## config.mk

```make
export PLATFORM = sky130hd
export DESIGN_NAME = cht_ctrl
export DESIGN_NICKNAME = d
export VERILOG_FILES = /design/src/hw/rtl/cht_pkg.sv /design/src/hw/rtl/cht_ctrl.sv
export SDC_FILE = /design/constraint.sdc
export NUM_CORES = 1
export LEC_CHECK = 0
export ABC_AREA = 1
export BUFFER_PORTS_ARGS = -buffer_cell sky130_fd_sc_hd__buf_2
export CAP_MARGIN = 5
export CORE_MARGIN = 1.5
export CORE_UTILIZATION = 45
export CTS_CLUSTER_DIAMETER = 120
export CTS_CLUSTER_SIZE = 16
export DETAILED_ROUTE_END_ITERATION = 7
export PLACE_DENSITY = 0.82
export SLEW_MARGIN = 20
export SYNTH_ARGS = -nofsm -noshare
export SYNTH_HDL_FRONTEND = slang
export SYNTH_SLANG_ARGS = --single-unit
export TNS_END_PERCENT = 100
```

## constraint.sdc

```tcl
create_clock -name clk -period 3.3 [get_ports clk]
set_clock_uncertainty 0.15 [all_clocks]
set_input_delay 0.99 -clock clk [delete_from_list [all_inputs] [get_ports clk]]
set_output_delay 0.99 -clock clk [all_outputs]
set_load 0.03 [all_outputs]
```

## src/hw/rtl/cht_pkg.sv

```systemverilog
// cht_pkg: shared constants, payload structs, entry layout and control codes
// for the chained hash table. No dependencies.
package cht_pkg;

	localparam int MAX_BUCKETS = 16384;
	localparam int NODE_POOL   = 4096;
	localparam int BKT_W       = $clog2(MAX_BUCKETS);
	localparam int NODE_W      = $clog2(NODE_POOL);
	localparam int LINK_W      = NODE_W + 1;
	localparam int CNT_W       = 15;
	localparam int KEY_W       = 32;
	localparam int VAL_W       = 64;

	localparam logic [LINK_W-1:0] NULL_LINK = LINK_W'(NODE_POOL);
	localparam logic [CNT_W-1:0]  BUCKETS_RST = CNT_W'(1543);

	typedef enum logic [1:0] {
		MODE_INSERT = 2'd0,
		MODE_SEARCH = 2'd1,
		MODE_DELETE = 2'd2,
		MODE_NOP    = 2'd3
	} mode_t;

	typedef struct packed {
		logic [1:0]              mode;
		logic signed [KEY_W-1:0] key;
		logic [VAL_W-1:0]        value;
	} req_t;

	typedef struct packed {
		logic [VAL_W-1:0] found_value;
		logic             status;
	} rsp_t;

	typedef struct packed {
		logic [KEY_W-1:0]  key;
		logic [VAL_W-1:0]  value;
		logic [LINK_W-1:0] link;
	} entry_t;

	typedef enum logic [3:0] {
		OP_NONE,
		OP_CLEAR,
		OP_LOAD,
		OP_HEAD_CAP,
		OP_INS_HEAD,
		OP_INS_NODE,
		OP_FULL,
		OP_SRCH_HEAD_HIT,
		OP_SRCH_HIT,
		OP_SKIP,
		OP_DEL_PULL,
		OP_DEL_CLR,
		OP_DEL_UNLINK,
		OP_DEL_SKIP,
		OP_DONE
	} op_t;

	typedef struct packed {
		logic div_done;
		logic clr_last;
		logic head_empty;
		logic head_match;
		logic cur_null;
		logic node_match;
		logic next_null;
		logic pool_empty;
	} dp_status_t;

	typedef enum logic [3:0] {
		ST_CLEAR,
		ST_IDLE,
		ST_DIV,
		ST_HEAD_RD,
		ST_HEAD_CAP,
		ST_DECIDE,
		ST_POP_RD,
		ST_POP,
		ST_PULL_RD,
		ST_PULL,
		ST_NODE_RD,
		ST_NODE_CHK,
		ST_DONE
	} state_t;

endpackage

```

## src/hw/rtl/cht_ctrl.sv

```systemverilog
// cht_ctrl: operation sequencer; clearing pass, modulo wait, head access,
// insert, search and delete chain walks. Depends on cht_pkg.
module cht_ctrl (
	input  logic                clk,
	input  logic                arst_n,
	input  logic                start,
	input  logic [1:0]          mode,
	input  cht_pkg::dp_status_t stat,
	output cht_pkg::op_t        op,
	output logic                busy
);
	cht_pkg::state_t state_q, state_nx;
	cht_pkg::mode_t  mode_q;

	always_ff @(posedge clk or negedge arst_n) begin
		if (!arst_n) begin
			state_q <= cht_pkg::ST_CLEAR;
			mode_q  <= cht_pkg::MODE_NOP;
		end else begin
			state_q <= state_nx;
			if (state_q == cht_pkg::ST_IDLE && start)
				mode_q <= cht_pkg::mode_t'(mode);
		end
	end

	always_comb begin
		state_nx = state_q;
		op       = cht_pkg::OP_NONE;
		unique case (state_q)
			cht_pkg::ST_CLEAR: begin
				op = cht_pkg::OP_CLEAR;
				if (stat.clr_last)
					state_nx = cht_pkg::ST_IDLE;
			end
			cht_pkg::ST_IDLE: begin
				if (start) begin
					op       = cht_pkg::OP_LOAD;
					state_nx = cht_pkg::ST_DIV;
				end
			end
			cht_pkg::ST_DIV: if (stat.div_done) state_nx = cht_pkg::ST_HEAD_RD;
			cht_pkg::ST_HEAD_RD: state_nx = cht_pkg::ST_HEAD_CAP;
			cht_pkg::ST_HEAD_CAP: begin
				op       = cht_pkg::OP_HEAD_CAP;
				state_nx = cht_pkg::ST_DECIDE;
			end
			cht_pkg::ST_DECIDE: begin
				state_nx = cht_pkg::ST_DONE;
				unique case (mode_q)
					cht_pkg::MODE_INSERT: begin
						if (stat.head_empty)
							op = cht_pkg::OP_INS_HEAD;
						else if (stat.pool_empty)
							op = cht_pkg::OP_FULL;
						else
							state_nx = cht_pkg::ST_POP_RD;
					end
					cht_pkg::MODE_SEARCH: begin
						if (stat.head_match)
							op = cht_pkg::OP_SRCH_HEAD_HIT;
						else if (!stat.cur_null)
							state_nx = cht_pkg::ST_NODE_RD;
					end
					cht_pkg::MODE_DELETE: begin
						if (!stat.head_empty) begin
							if (stat.head_match) begin
								if (stat.cur_null)
									op = cht_pkg::OP_DEL_CLR;
								else
									state_nx = cht_pkg::ST_PULL_RD;
							end else if (!stat.cur_null) begin
								state_nx = cht_pkg::ST_NODE_RD;
							end
						end
					end
					default: begin
					end
				endcase
			end
			cht_pkg::ST_POP_RD: state_nx = cht_pkg::ST_POP;
			cht_pkg::ST_POP: begin
				op       = cht_pkg::OP_INS_NODE;
				state_nx = cht_pkg::ST_DONE;
			end
			cht_pkg::ST_PULL_RD: state_nx = cht_pkg::ST_PULL;
			cht_pkg::ST_PULL: begin
				op       = cht_pkg::OP_DEL_PULL;
				state_nx = cht_pkg::ST_DONE;
			end
			cht_pkg::ST_NODE_RD: state_nx = cht_pkg::ST_NODE_CHK;
			cht_pkg::ST_NODE_CHK: begin
				state_nx = stat.next_null ? cht_pkg::ST_DONE : cht_pkg::ST_NODE_RD;
				if (mode_q == cht_pkg::MODE_SEARCH) begin
					if (stat.node_match) begin
						op       = cht_pkg::OP_SRCH_HIT;
						state_nx = cht_pkg::ST_DONE;
					end else begin
						op = cht_pkg::OP_SKIP;
					end
				end else begin
					op = stat.node_match ? cht_pkg::OP_DEL_UNLINK : cht_pkg::OP_DEL_SKIP;
				end
			end
			cht_pkg::ST_DONE: begin
				op       = cht_pkg::OP_DONE;
				state_nx = cht_pkg::ST_IDLE;
			end
			default: state_nx = cht_pkg::ST_IDLE;
		endcase
	end

	assign busy = (state_q != cht_pkg::ST_IDLE);

	assert property (@(posedge clk) disable iff (!arst_n)
		state_q == cht_pkg::ST_IDLE && start |=> state_q == cht_pkg::ST_DIV)
		else $error("accepted transaction did not start modulo");
	assert property (@(posedge clk) disable iff (!arst_n)
		state_q == cht_pkg::ST_NODE_CHK |-> $past(state_q) == cht_pkg::ST_NODE_RD)
		else $error("node check without node read");

endmodule

```

==> results of run 1 <==
-- routing by layer --
metal | part of all wire (%) | global-route usage [%]
met3 | 3.4 | 2.609
met4 | 1.3 | 5.161
met5 | 0 | 0
met2 | 50 | 33.75
met1 | 45 | 22.79
-- cell type report --
type                    count  area (um^2)  share of cell area (%)
inverters                  18        67.56                   8.464
flip-flops and latches      6        152.6                   19.12
repair buffers             17        85.08                   10.66
clock buffers               4        26.28                   3.292
multi-input cells          82        447.9                   56.11
well taps                  15        18.77                   2.351
-- sequential cells by signal, summed over array words and instances (netlist names) --
signal	flops
state_q	4
mode_q	2
-- cell families after synthesis --
group | after synthesis | synth area share (%)
adders and majority gates | 5 | 9.363
and+or+nand+nor | 64 | 46.25
DFF | 6 | 22.85
AOI/OAI and AO/OA | 13 | 11.42
buffers and inverters | 18 | 10.11
-- worst max-delay path: stages --
cell and delay, ps:
buf_2 120, inv_1 90, nand4_1 130, nand2_1 90, nand3_1 90, o211ai_1 90
buf_2 220
-- Yosys cell counts (all sizes together) --
cell type  number  area, um^2
a31oi           1       6.260
nand4           2       12.51
nor3            3       15.01
inv            18       67.56
a21oi           2       10.01
ha              5       62.56
nor2           21       111.4
o211ai          2       20.02
nand3           7       35.03
o21ai           8       40.03
and2            1       6.260
nand2          29       121.4
dfstp           2       52.55
nand3b          1       7.510
dfrtp           4       100.1
-- path summary, 6_finish.rpt --
check                                      startpoint                endpoint  slack [ps]
worst max-delay path                          stat[5]                   op[0]         350
worst min register to register  mode_q[1]$_DFFE_PN1P_   mode_q[1]$_DFFE_PN1P_         400
min in group asynchronous                      arst_n  state_q[2]$_DFFE_PN0P_         410
worst max register to register  mode_q[1]$_DFFE_PN1P_  state_q[1]$_DFFE_PN0P_        1700
worst min-delay path            mode_q[1]$_DFFE_PN1P_   mode_q[1]$_DFFE_PN1P_         400
max in group asynchronous                      arst_n   mode_q[0]$_DFFE_PN1P_        2370
-- stage by stage --
step / cell area [um^2] / hold slack, ps / setup slack [ps] / cells / power, uW
CTS: 798.3 / 407.7 / 358.2 / 142 / 741.5
floorplan: 668.1 / 365.6 / 498.5 / 106 / 551.2
detailed placement: 772.0 / 398.8 / 357.4 / 138 / 668.2
finish: 798.3 / 403.1 / 352.8 / 142 / 733.1
global route: 798.3 / 406.1 / 225.1 / 142 / 814.6
global placement: 772.0 / 393.7 / 396.6 / 138 / 652.6
-- power by group --
group	internal [uW]	leakage (uW)	switching (uW)
Clock	45.7	0.0000150	24.8
Sequential	118	0.0000709	50.0
Combinational	167	0.000348	327
Total	331	0.000434	402
==> metrics.md, run 1 <==
| Metric | Value |
|---|---|
| Hold_buf cts | 0 |
| Achievable frequency | 339.3 MHz |
| Final setup viols | 0 |
| Layout area overhead | 19.48% |
| Row count | 13 |
| Worst-path clk slew | 40 ps |
| First-pass GRT wire length | 2594 um |
| Remaining Overflow, GRT | 0 |
| Detail Placement HPWL | 1266 um |
| CTS resizes | 0 |
| TNS Setup | 0 ps |
| Post-synthesis sequential area ratio | 22.85% |
| Largest net degree at the start of global routing | 8 |
| Vias in the first global route | 672 |
| Post-Syn Nets | 124 |
| RSZ-0062 raised after global routing | no |
| Worst EP arrival | 1810 ps |
| Io pins | 18 |
| CP max FO | 4 |
| Setup Fix Bufs, Post-CTS | 0 |
| Synth unique cells | 22 |
| Share of layout cells above drive strength 1 | 30.71% |
| Antenna cells | 0 |
| Die Ht | 41.53 um |
| DRC errors left | 0 |
| Setup crit end kind | output port |
| Yosys Warn Count | 0 |
| Worst-skew pair later-pin latency | 240 ps |
| Final Util | 59.13% |
| Vias per cell | 5.028 |
| Commonest cells after routing, fill and taps aside | nand2_1, buf_2, nor2_1, inv_1, nand3_1 |
| Area of the core | 1350 um^2 |
| Filler cells | 134 |
| Commonest non-fill, non-tap cell in the layout | nand2_1 |
| Buffer depth of the longest clock path | 2 |
| Final GP Congestion | 0.8575 |
| Initial Util | 49.49% |
| Die area | 1725 um^2 |
| CTS tree | yes |
| Least-Margin Pin Slew | 266.5 ps |
| Final wirelength | 1423 um |
| Num Clock Sinks | 6 |
| Fin crit share | 89.31% |
| Pwr dens | 918.4 nW/um^2 |
| Min cycle time layout | 2947 ps |
| Setup crit start kind | input port |
| CTS root buf | clkbuf_4 |
| Synth Cell Area | 668.1 um^2 |
| Detailed Route Iter0 Violations | 15 |
| Num CTS Buffers | 3 |
| Routed vias | 714 |
| Final Max Slew Viols | 0 |
| Initial antenna violation count | 0 |
| Worst r2r path cells | 10 |
| Hold Crit Class | register to register |
| Leak | 0.0004340 uW |
| Antenna-violating nets left | 0 |
| Fin. Hold Viols | 0 |
| CP required | 2160 ps |
| CP Class | input port to output port |
| Gate Count Post-Synth | 106 |
| Flops & latches, synth | 6 |
| H-tree Lvls | 1 |
| I/O Buffers | 17 |
| Worst slew margin | 82.05% |
| Final #Nets | 146 |
| Wire per inst | 10.02 um |
| Maximum vdd ir drop | 0.4425 mV |
| GR Util All Layers | 18.68% |
| Status | complete, no violations |
| Max-Cap Viols | 0 |
| Die width | 41.53 um |
| Mean Syn Cell Area | 6.303 um^2 |
| Hold Path Depth | 2 |
| Drt pass-1 iters | 4 |
(Power assumes the default switching activity.)
==> run 2, diff against run 1 <==
PLACE_DENSITY = default   (was 0.82)
PLACE_DENSITY_LB_ADDON = 0.05   (was default)
==> run 2 against run 1 <==
Net effect:
- worst hold slack worse by 4.2 ps
- flip-flop and latch count unchanged
- clock power up 6.1%
- core utilization did not move
- highest routed layer unchanged
- critical endpoint unchanged
- sequential power grew 2%
==> metrics.md, run 2 (synthesized netlist as in run 1, its figures left out) <==
| Metric | Value |
|---|---|
| Status | complete, no violations (unchanged) |
| Die Ht | 41.53 um (unchanged) |
| Area of the core | 1350 um^2 (unchanged) |
| P_sw | 410.6 uW (was 401.6 uW) |
| CP Class | input port to output port (unchanged) |
| CTS root buf | clkbuf_4 (unchanged) |
| Worst r2r path cells | 10 (unchanged) |
| Commonest non-fill, non-tap cell in the layout | nand2_1 (unchanged) |
| Worst-skew pair later-pin latency | 250 ps (was 240 ps) |
| Int Power | 332.0 uW (was 331.5 uW) |
| Detailed Route Iter0 Violations | 12 (was 15) |
| Commonest cells after routing, fill and taps aside | nand2_1, buf_2, nor2_1, inv_1, nand3_1 (unchanged) |
| Min cycle time layout | 2942 ps (was 2947 ps) |
| Initial antenna violation count | 0 (unchanged) |
| RSZ-0062 raised after global routing | no (unchanged) |
| Busiest grt layer | met2 (unchanged) |
| Pwr Total | 742.6 uW (was 733.1 uW) |
| GR Util All Layers | 19.89% (was 18.68%) |
| End of the critical path | op[0] (unchanged) |
| Layout area overhead | 19.48% (unchanged) |
| Largest net degree at the start of global routing | 8 (unchanged) |
| Row count | 13 (unchanged) |
| Worst slew margin | 84.19% (was 82.05%) |
| Fin crit share | 89.16% (was 89.31%) |
| Final Max Slew Viols | 0 (unchanged) |
| Max-Cap Viols | 0 (unchanged) |
| Hold_buf cts | 0 (unchanged) |
| Vias per cell | 5.021 (was 5.028) |
| Initial Util | 49.49% (unchanged) |
| Clock power share | 10.1% (was 9.6%) |
| Reg with most FFs | state_q (unchanged) |
| Num CTS Buffers | 3 (unchanged) |
| Setup Fix Bufs, Post-CTS | 0 (unchanged) |
| Share of layout cells above drive strength 1 | 30.71% (unchanged) |
| Worst-path clk slew | 50 ps (was 40 ps) |
| Achievable frequency | 339.9 MHz (was 339.3 MHz) |
| Final setup viols | 0 (unchanged) |
| Pwr dens | 930.3 nW/um^2 (was 918.4 nW/um^2) |
| I/O Buffers | 17 (unchanged) |
| Wire per inst | 10.28 um (was 10.02 um) |
| CP max FO | 4 (unchanged) |
| Gate power share | 66.8% (was 67.4%) |
| Detail Placement HPWL | 1221 um (was 1266 um) |
| Worst-path cell chain | buf_2, inv_1, nand4_1, nand2_1, nand3_1, o211ai_1, buf_2 (unchanged) |
| GR met2 Demand/Resource | 30.63% (was 33.75%) |
| Antenna-violating nets left | 0 (unchanged) |
| Largest stage delay, worst path | 220 ps (about the same) |
| Hold Crit Class | input port to asynchronous set/reset pin (was register to register) |
| Antenna cells | 0 (unchanged) |
| Die width | 41.53 um (unchanged) |
| Vias in the first global route | 639 (was 672) |
| Maximum vdd ir drop | 0.4348 mV (was 0.4425 mV) |
| Largest registers | state_q (4), mode_q (2) (unchanged) |
| DRC errors left | 0 (unchanged) |
| Fin. Hold Viols | 0 (unchanged) |
| Least-Margin Pin Slew | 234.7 ps (was 266.5 ps) |
| Cell mode on critical path | buf_2 (unchanged) |
| Max reg flops | 4 (unchanged) |
| TNS Setup | 0 ps (unchanged) |
| Final wirelength | 1460 um (was 1423 um) |
| RR Endpoint | state_q[1]$_DFFE_PN0P_ (unchanged) |
| GR Util met1 | 27.22% (was 22.79%) |
| Final GP Congestion | 0.8304 (was 0.8575) |
| Seq pwr share | 23.2% (was 23.0%) |
| Drt pass-1 iters | 6 (was 4) |
| RR Startpoint | mode_q[1]$_DFFE_PN1P_ (unchanged) |
| Setup crit end kind | output port (unchanged) |
| H-tree Lvls | 1 (unchanged) |
| Leak | 0.0004340 uW (unchanged) |
| Worst EP arrival | 1800 ps (was 1810 ps) |
| CP startpoint | stat[5] (unchanged) |
| Die area | 1725 um^2 (unchanged) |
| Slowest stage cell on the critical path | buf_2 (unchanged) |
| Met3 Usage GRT | 2.609% (unchanged) |
| Routed vias | 713 (was 714) |
| Switch share | 55.29% (was 54.78%) |
| CTS resizes | 0 (unchanged) |
| Io pins | 18 (unchanged) |
| Final Util | 59.13% (unchanged) |
| Num Clock Sinks | 6 (unchanged) |
| CP required | 2160 ps (about the same) |
| First-pass GRT wire length | 2677 um (was 2594 um) |
| Remaining Overflow, GRT | 0 (unchanged) |
| R2R Setup Slk | 1720 ps (was 1700 ps) |
| Buffer depth of the longest clock path | 2 (unchanged) |
| CTS tree | yes (unchanged) |
| Final #Nets | 146 (unchanged) |
| Setup crit start kind | input port (unchanged) |
[run 2: metal layers]
metal,up-vias,part of all wire (%)
met4,0,1.2
met2,29,45
li1,377,-
met3,2,4.9
met5,-,0
met1,305,49
[run 2: area by class of cell]
class	instances	area, um^2
inverters	18	67.56
multi-input cells	82	447.9
repair buffers	17	85.08
fillers	141	551.8
flip-flops and latches	6	152.6
clock buffers	4	26.28
well taps	15	18.77
[run 2: stage by stage]
step / std cells / instance area [um^2] / hold WS [ps] / setup slack [ps]
final: 142 / 798.3 / 399.0 / 357.6
after global routing: 142 / 798.3 / 383.1 / 250.4
after CTS: 142 / 798.3 / 391.5 / 368.6
after detailed placement: 138 / 772.0 / 403.2 / 371.7
after global placement: 138 / 772.0 / 391.7 / 393.1
after floorplan: 106 / 668.1 / 365.6 / 498.5
[run 2: how the worst min path moves through the flow]
stage,startpoint,endpoint,cells after the start
finish,arst_n,state_q[0]$_DFFE_PN0P_,1
detailed placement,mode_q[1]$_DFFE_PN1P_,mode_q[1]$_DFFE_PN1P_,2
floorplan,mode_q[1]$_DFFE_PN1P_,mode_q[1]$_DFFE_PN1P_,2
global route,arst_n,state_q[0]$_DFFE_PN0P_,1
global placement,mode_q[1]$_DFFE_PN1P_,mode_q[1]$_DFFE_PN1P_,2
CTS,arst_n,state_q[0]$_DFFE_PN0P_,1
[run 2: power by group through the flow]
stage	Clock [uW]	Combinational [uW]	Sequential [uW]
floorplan	0	391	160
detailed placement	0	496	171
finish	74.8	496	172
global route	86.0	563	178
CTS	80.3	498	171
global placement	0	489	172
[run 2: worst max-delay path, delay by kind of cell]
kind / cells / cell delay, ps
simple gates: 3 / 310
compound gates: 1 / 90
buf+inv: 3 / 410
